--- src/design/chm_pkg.sv ---
// chm_pkg: types, constants and helper functions of the chained hash map
// no dependencies; imported by chm_ram and the top level
`default_nettype none

package chm_pkg;

  // field widths of one item
  localparam int unsigned KeyW   = 31;
  localparam int unsigned ValueW = 31;

  // default table sizes
  localparam int unsigned DefBuckets = 1024;
  localparam int unsigned DefNodes   = 512;

  // multiplicative hash constant
  localparam logic [31:0] HashMult = 32'd1103515249;

  // sequencer states, one-hot
  typedef enum logic [7:0] {
    ST_CLEAR  = 8'b0000_0001,
    ST_IDLE   = 8'b0000_0010,
    ST_HASH   = 8'b0000_0100,
    ST_BREAD  = 8'b0000_1000,
    ST_BWAIT  = 8'b0001_0000,
    ST_NWAIT  = 8'b0010_0000,
    ST_INSERT = 8'b0100_0000,
    ST_DONE   = 8'b1000_0000
  } chm_state_e;

  // log2 of the bucket count rounded up to a power of two, at least 1
  function automatic int unsigned table_log2(input int unsigned buckets);
    int unsigned lg;
    lg = 1;
    while (((32'd1 << lg) < buckets) && (lg < 30)) begin
      lg = lg + 1;
    end
    return lg;
  endfunction

  // address width for a memory of the given depth, at least 1
  function automatic int unsigned addr_width(input int unsigned depth);
    return (depth <= 2) ? 1 : $clog2(depth);
  endfunction

endpackage

`default_nettype wire

--- src/design/chm_ram.sv ---
// chm_ram: generic simple dual-port ram, one write and one registered read port
// uses chm_pkg for the address width helper
`default_nettype none

module chm_ram
  import chm_pkg::*;
#(
  parameter int unsigned Width = 8,
  parameter int unsigned Depth = 16
) (
  input  wire                           clk_i,
  input  wire                           we_i,
  input  wire  [addr_width(Depth)-1:0]  waddr_i,
  input  wire  [Width-1:0]              wdata_i,
  input  wire                           re_i,
  input  wire  [addr_width(Depth)-1:0]  raddr_i,
  output logic [Width-1:0]              rdata_o
);

  logic [Width-1:0] mem_q [Depth];

  // write port
  always_ff @(posedge clk_i) begin
    if (we_i) begin
      mem_q[waddr_i] <= wdata_i;
    end
  end

  // registered read port, data held when not enabled
  always_ff @(posedge clk_i) begin
    if (re_i) begin
      rdata_o <= mem_q[raddr_i];
    end
  end

endmodule

`default_nettype wire
--- config.mk ---
export PLATFORM = sky130hd
export DESIGN_NAME = chm_ram
export DESIGN_NICKNAME = d
export VERILOG_FILES = /design/src/design/chm_pkg.sv /design/src/design/chm_ram.sv
export SDC_FILE = /design/constraint.sdc
export NUM_CORES = 1
export LEC_CHECK = 0
export BUFFER_PORTS_ARGS = -buffer_cell sky130_fd_sc_hd__buf_4
export CORE_UTILIZATION = 65
export CTS_CLUSTER_SIZE = 28
export DETAILED_ROUTE_END_ITERATION = 7
export GPL_ROUTABILITY_DRIVEN = 0
export PLACE_DENSITY_LB_ADDON = 0.15
export SKIP_CTS_REPAIR_TIMING = 1
export SYNTH_ARGS = -nofsm -noshare
export SYNTH_HDL_FRONTEND = slang
export SYNTH_SLANG_ARGS = --single-unit
--- constraint.sdc ---
create_clock -name clk_i -period 4.35 [get_ports clk_i]
set_input_delay 0.2175 -clock clk_i [delete_from_list [all_inputs] [get_ports clk_i]]
set_output_delay 0.2175 -clock clk_i [all_outputs]
set_load 0.01 [all_outputs]
==> results of run 1 <==
[worst max-delay path, stage by stage]
cell and delay [ps]:
buf_4 120, or3b_2 510, nor3_1 970
[cell families after synthesis]
group           after synthesis
mux                          32
simple gates                 35
compound gates               16
buf+inv                      10
flops                       136
[where the power goes]
part | leakage (uW) | switching (uW) | internal, uW
registers | 0.00124 | 9.05 | 1480
logic | 0.000511 | 78.7 | 59.2
clock network | 0.000281 | 515 | 863
[cells in the final DEF (no fill, tap or decap), drive strengths merged]
cell type  count
clkbuf        17
edfxtp       136
nand3          1
bufinv         3
inv            2
and2b          1
nor2b          1
or3b           1
nand3b         2
nand2          9
nor2          13
mux4          32
nor3           4
buf           29
nand2b         2
a22oi         16
and2           1
clkinvlp       2
clkinv         7
[metal layers]
| metal | track usage (%) | share of wire [%] | vias up |
|---|---|---|---|
| met2 | 42.8 | 50 | 133 |
| met3 | 7.63 | 6.7 | 15 |
| met4 | 11.8 | 1.8 | 0 |
| met5 | 0 | 0 | - |
| met1 | 36.7 | 41 | 1276 |
| li1 | - | - | 1055 |
[registers in the layout (all words and copies together) (netlist names)]
signal	count
mem_q	128
rdata_o	8
[worst max path at each step]
stage / from / slack, ps / cells past startpoint / to
floorplan: waddr_i[2] / 2640 / 2 / mem_q[0][0]$_DFFE_PP_
global placement: waddr_i[2] / 2180 / 3 / mem_q[0][2]$_DFFE_PP_
detailed placement: waddr_i[2] / 2150 / 3 / mem_q[0][1]$_DFFE_PP_
CTS: waddr_i[2] / 2660 / 3 / mem_q[0][3]$_DFFE_PP_
global route: waddr_i[2] / 2590 / 3 / mem_q[0][5]$_DFFE_PP_
finish: waddr_i[2] / 2640 / 3 / mem_q[0][2]$_DFFE_PP_
[through the flow]
step | power [uW] | setup WS, ps | instances | instance area, um^2 | utilization (%)
after floorplan | 1590 | 2640 | 229 | 5230 | -
after global placement | 1640 | 2180 | 350 | 5490 | 70.6
after detailed placement | 1650 | 2150 | 350 | 5490 | 70.6
after CTS | 3020 | 2660 | 381 | 6060 | 78.0
after global routing | 3080 | 2590 | 381 | 6060 | 78.0
final | 3000 | 2640 | 381 | 6060 | 78.0
[cell type report]
class                           count  area, um^2
Clock buffer                       17         414
Clock inverter                     14         156
Fill cell                         427        1710
Multi-Input combinational cell     83        1060
Sequential cell                   136        4080
Tap cell                          102         128
Timing Repair Buffer               29         218
[synthesized netlist by cell type (all sizes together)]
| library cell | instances |
|---|---|
| buf | 7 |
| a22oi | 16 |
| mux4 | 32 |
| and2b | 1 |
| or3b | 1 |
| nand2b | 2 |
| edfxtp | 136 |
| and2 | 1 |
| clkdlybuf4s25 | 3 |
| nor2b | 1 |
| nand3b | 2 |
| nand2 | 9 |
| nand3 | 1 |
| nor2 | 13 |
| nor3 | 4 |
==> impl_metrics.csv, run 1 <==
group,metric,value,unit
sta,fin_skew,8.97,ps
setup_path,r2r_start,"mem_q[11][6]$_DFFE_PP_",
yosys,synth.distinct_cells,18,
global_routing,grt_max_degree,33,
global_routing,grt_pass1_vias,2640,
global_routing,track_usage,27.3,%
yosys,synth-seq-area-share,78.1,%
yosys,ys_warn_count,0,
setup_path,crit_required,4470,ps
cts,cts_buffer_depth,2,
yosys,syn_area,5230,um^2
yosys,synthMuxAreaShare,14.8,%
detailed_routing,vias_per_cell,6.51,
yosys,yosys.area.top_type_share,78.1,%
min_path,hold_path_end,"mem_q[2][5]$_DFFE_PP_",
run,cap_violations,0,
yosys,syn_avg_cell_area,22.8,um^2
sta,rsz0062_at_grt,"no",
die,die_area,8410,um^2
detailed_routing,firstDrtPassIters,5,
yosys,synth-seq-cells,136,
yosys,synth_fa_ha_area_share,0,%
sta,final-hold-violation-count,0,
cells_and_area,layout-drive-gt1-share,28.0,%
sta,slew_headroom,15.7,%
detailed_routing,drcViolationCount,0,
cts,cts_root_buffer,"clkbuf_8",
yosys,synth_top_family_by_area,"multiplexers",
global_routing,grt_pass1_wl,15400,um
yosys,synth_area_leader_cell,"edfxtp_1",
placed_design,numPortBuffers,26,
sta,max_freq,586,MHz
cts,clkLatencyLatePin,510,ps
setup_path,r2r_end,"rdata_o[6]$_DFFE_PP_",
outcome,outcome,"complete, no violations",
sta,tightest_slew,1260,ps
yosys,syn_inst,229,
die,core-area,7770,um^2
yosys,synthesis.nets,248,
power,irDropWorstVdd,0.000359,V
cts,cts_buffers,17,
cells_and_area,area_growth,15.9,%
sta,fin_tns_setup,0,ps
setup_path,cp-end-kind,"flip-flop",
die,chipHeight,91.7,um
setup_path,reg2reg_slack,2740,ps
cts,htreeDepth,4,
detailed_routing,drt_iter0_markers,260,
cts,clock-sinks,136,
sta,maxSlewViolCount,0,
global_routing,antenna_found_initial,0,
die,initial_core_util,67.3,%
sta,setup_violations,0,
detailed_routing,wire_per_inst,26.6,um
detailed_routing,drtAntennaViolNets,0,
setup_path,cp.arrival,1830,ps
detailed_routing,vias,2479,
setup_path,start_kind,"primary input",
global_routing,overflow,0,
min_path,hp-class,"in -> reg",
cts,cts_tree,"yes",
yosys,synth_xor_area_share,0,%
yosys,synth_compound_area_share,2.30,%
sta,layout_min_cycle_time,1710,ps
setup_path,r2r_cells,3,
yosys,synthSimpleGateAreaFrac,3.14,%
power,power_density,496,nW/um^2
min_path,hold_depth,1,
detailed_routing,wirelength,10100,um
cells_and_area,diodes,0,
sta,period_share,39.3,%
cts,path_clk_slew,60,ps
yosys,synth_area_leaders,"edfxtp_1, mux4_2, mux4_1",
die,num_io_pins,27,
setup_path,cp_max_fo,8,
die,die_w,91.7,um
setup_path,worstSetupPathType,"in -> reg",
sta,hold_slack,16.4,ps
power,p_leak,0.00203,uW
min_path,hp-start,"wdata_i[5]",
placed_design,dp_hpwl,5900,um
cells_and_area,nets,286,
die,rows,32,
No activity file was read; power rests on OpenSTA's default activity.
==> run 2, diff against run 1 <==
CORE_UTILIZATION = 54   (was 65)
clock period = 1.5 ns   (was 4.35 ns; I/O delays follow)
==> impl_metrics.csv, run 2 (same netlist as run 1, synthesis figures left out) <==
group,metric,value,unit
outcome,outcome,"complete, no violations",
min_path,hold_depth,3,
power,p_leak,0.00222,uW
power,power_density,1410,nW/um^2
setup_path,cp_max_fo,1,
sta,setup_violations,0,
cells_and_area,fin_cells,438,
cts,cts_root_buffer,"clkbuf_8",
sta,period_share,97.5,%
sta,layout_min_cycle_time,1460,ps
die,die_w,100,um
detailed_routing,vias,2490,
global_routing,grt_max_degree,17,
cells_and_area,diodes,0,
setup_path,r2r_end,"rdata_o[6]$_DFFE_PP_",
sta,final-hold-violation-count,0,
sta,fin_ws,36.8,ps
detailed_routing,vias_per_cell,5.68,
cells_and_area,largest_reg_flops,128,
setup_path,cp.arrival,1710,ps
detailed_routing,wirelength,9590,um
sta,rsz0062_at_grt,"yes",
sta,hold_slack,76.1,ps
setup_path,crit_required,1740,ps
die,die_area,10100,um^2
placed_design,place_inst,397,
cts,path_clk_slew,70,ps
cells_and_area,mostFrequentLayoutCell,"edfxtp_1",
cells_and_area,top_regs,"mem_q: 128 flops, rdata_o: 8 flops",
setup_path,reg2reg_slack,40,ps
global_routing,track_usage,20.9,%
min_path,hold_path_end,"mem_q[0][1]$_DFFE_PP_",
setup_path,r2r_start,"mem_q[3][6]$_DFFE_PP_",
cts,cts_tree,"yes",
cts,clock-sinks,136,
placed_design,dp_hpwl,6200,um
setup_path,start_kind,"flip-flop",
power,irDropWorstVdd,0.000689,V
sta,tightest_slew,864,ps
sta,fin_skew,13.9,ps
sta,maxSlewViolCount,0,
global_routing,grt_pass1_vias,2625,
cts,cts_buffers,17,
setup_path,cp-end-kind,"flip-flop",
detailed_routing,firstDrtPassIters,4,
die,rows,35,
placed_design,dp_slack,-97.8,ps
cts,htreeDepth,4,
min_path,hp-start,"waddr_i[0]",
die,chipHeight,100,um
die,core-area,9330,um^2
detailed_routing,drcViolationCount,0,
detailed_routing,wire_per_inst,21.9,um
placed_design,numPortBuffers,26,
sta,slew_headroom,42.3,%
detailed_routing,drt_iter0_markers,164,
cells_and_area,nets,315,
cells_and_area,layout_common_cells,"edfxtp_1, buf_4, mux4_2",
detailed_routing,drtAntennaViolNets,0,
cells_and_area,n_fill_cell,593,
die,num_io_pins,27,
cells_and_area,layout-drive-gt1-share,34.3,%
global_routing,overflow,0,
setup_path,worstSetupPathType,"reg -> reg",
die,initial_core_util,56.0,%
cts,cts_buffer_depth,2,
setup_path,r2r_cells,3,
global_routing,antenna_found_initial,0,
cells_and_area,largest_register,"mem_q",
cts,clkLatencyLatePin,520,ps
sta,max_freq,683,MHz
min_path,hp-class,"in -> reg",
run,cap_violations,0,
global_routing,grt_pass1_wl,14400,um
cells_and_area,area_growth,24.1,%
-- run 2: changes by cell type in the layout (fill, tap and decap cells not counted), moves of 2 or more --
cell           previous run  this run
a22oi_2                   0         6
buf_12                    0         5
clkinv_4                  0         5
inv_8                     0         2
clkinv_2                  6         0
clkinvlp_4                2         0
a22oi_1                  16        10
dlygate4sd3_1             0         9
buf_4                    29        44
-- run 2: power by group --
part / switching, uW / internal, uW / total (uW)
clock: 1610 / 2750 / 4360
combinational: 237 / 229 / 466
sequential: 23.5 / 4280 / 4300
-- run 2: area by class of cell --
cell class	instances	area (um^2)	share of cell area, %
Clock buffer	18	418	6.44
Multi-Input combinational cell	83	1090	16.8
Tap cell	129	161	2.49
Timing Repair Buffer	58	520	8.02
Sequential cell	136	4080	62.9
Clock inverter	14	213	3.28
-- run 2: layer usage --
layer / part of all wire, % / vias up / global-route usage (%) / routed length [um]
met2: 52 / 53 / 34.8 / 4970
met5: 0 / - / 0 / 0
met4: 1.6 / 0 / 8.70 / 149
met1: 44 / 1305 / 26.7 / 4180
li1: - / 1116 / - / -
met3: 3.0 / 16 / 5.01 / 289
-- run 2: worst max path at each step --
stage                                 startpoint                    to  slack (ps)  cells after the start
after detailed placement              raddr_i[0]  rdata_o[5]$_DFFE_PP_        -100                      6
after CTS                 mem_q[11][7]$_DFFE_PP_  rdata_o[7]$_DFFE_PP_          -3                      3
after global placement                raddr_i[0]  rdata_o[5]$_DFFE_PP_         -90                      6
final                      mem_q[3][6]$_DFFE_PP_  rdata_o[6]$_DFFE_PP_          40                      3
after floorplan                       raddr_i[0]  rdata_o[1]$_DFFE_PP_         140                      5
after global routing       mem_q[9][5]$_DFFE_PP_  rdata_o[5]$_DFFE_PP_          -3                      3
-- run 2: through the flow --
stage	util (%)	power (uW)	cell area, um^2	TNS, ps
3_5_place_dp	61.5	4820	5740	-391
6_report	69.6	9130	6490	0
5_1_grt	69.6	9370	6490	-3.38
2_1_floorplan	-	4600	5230	0
4_1_cts	68.3	9140	6370	-3.49
3_3_place_gp	61.5	4810	5740	-360
-- run 2: worst max-delay path, cell delays in order, from the launching register on --
cell and delay [ps]:
edfxtp_1 390, mux4_2 480, a22oi_1 180, nand2_1 130
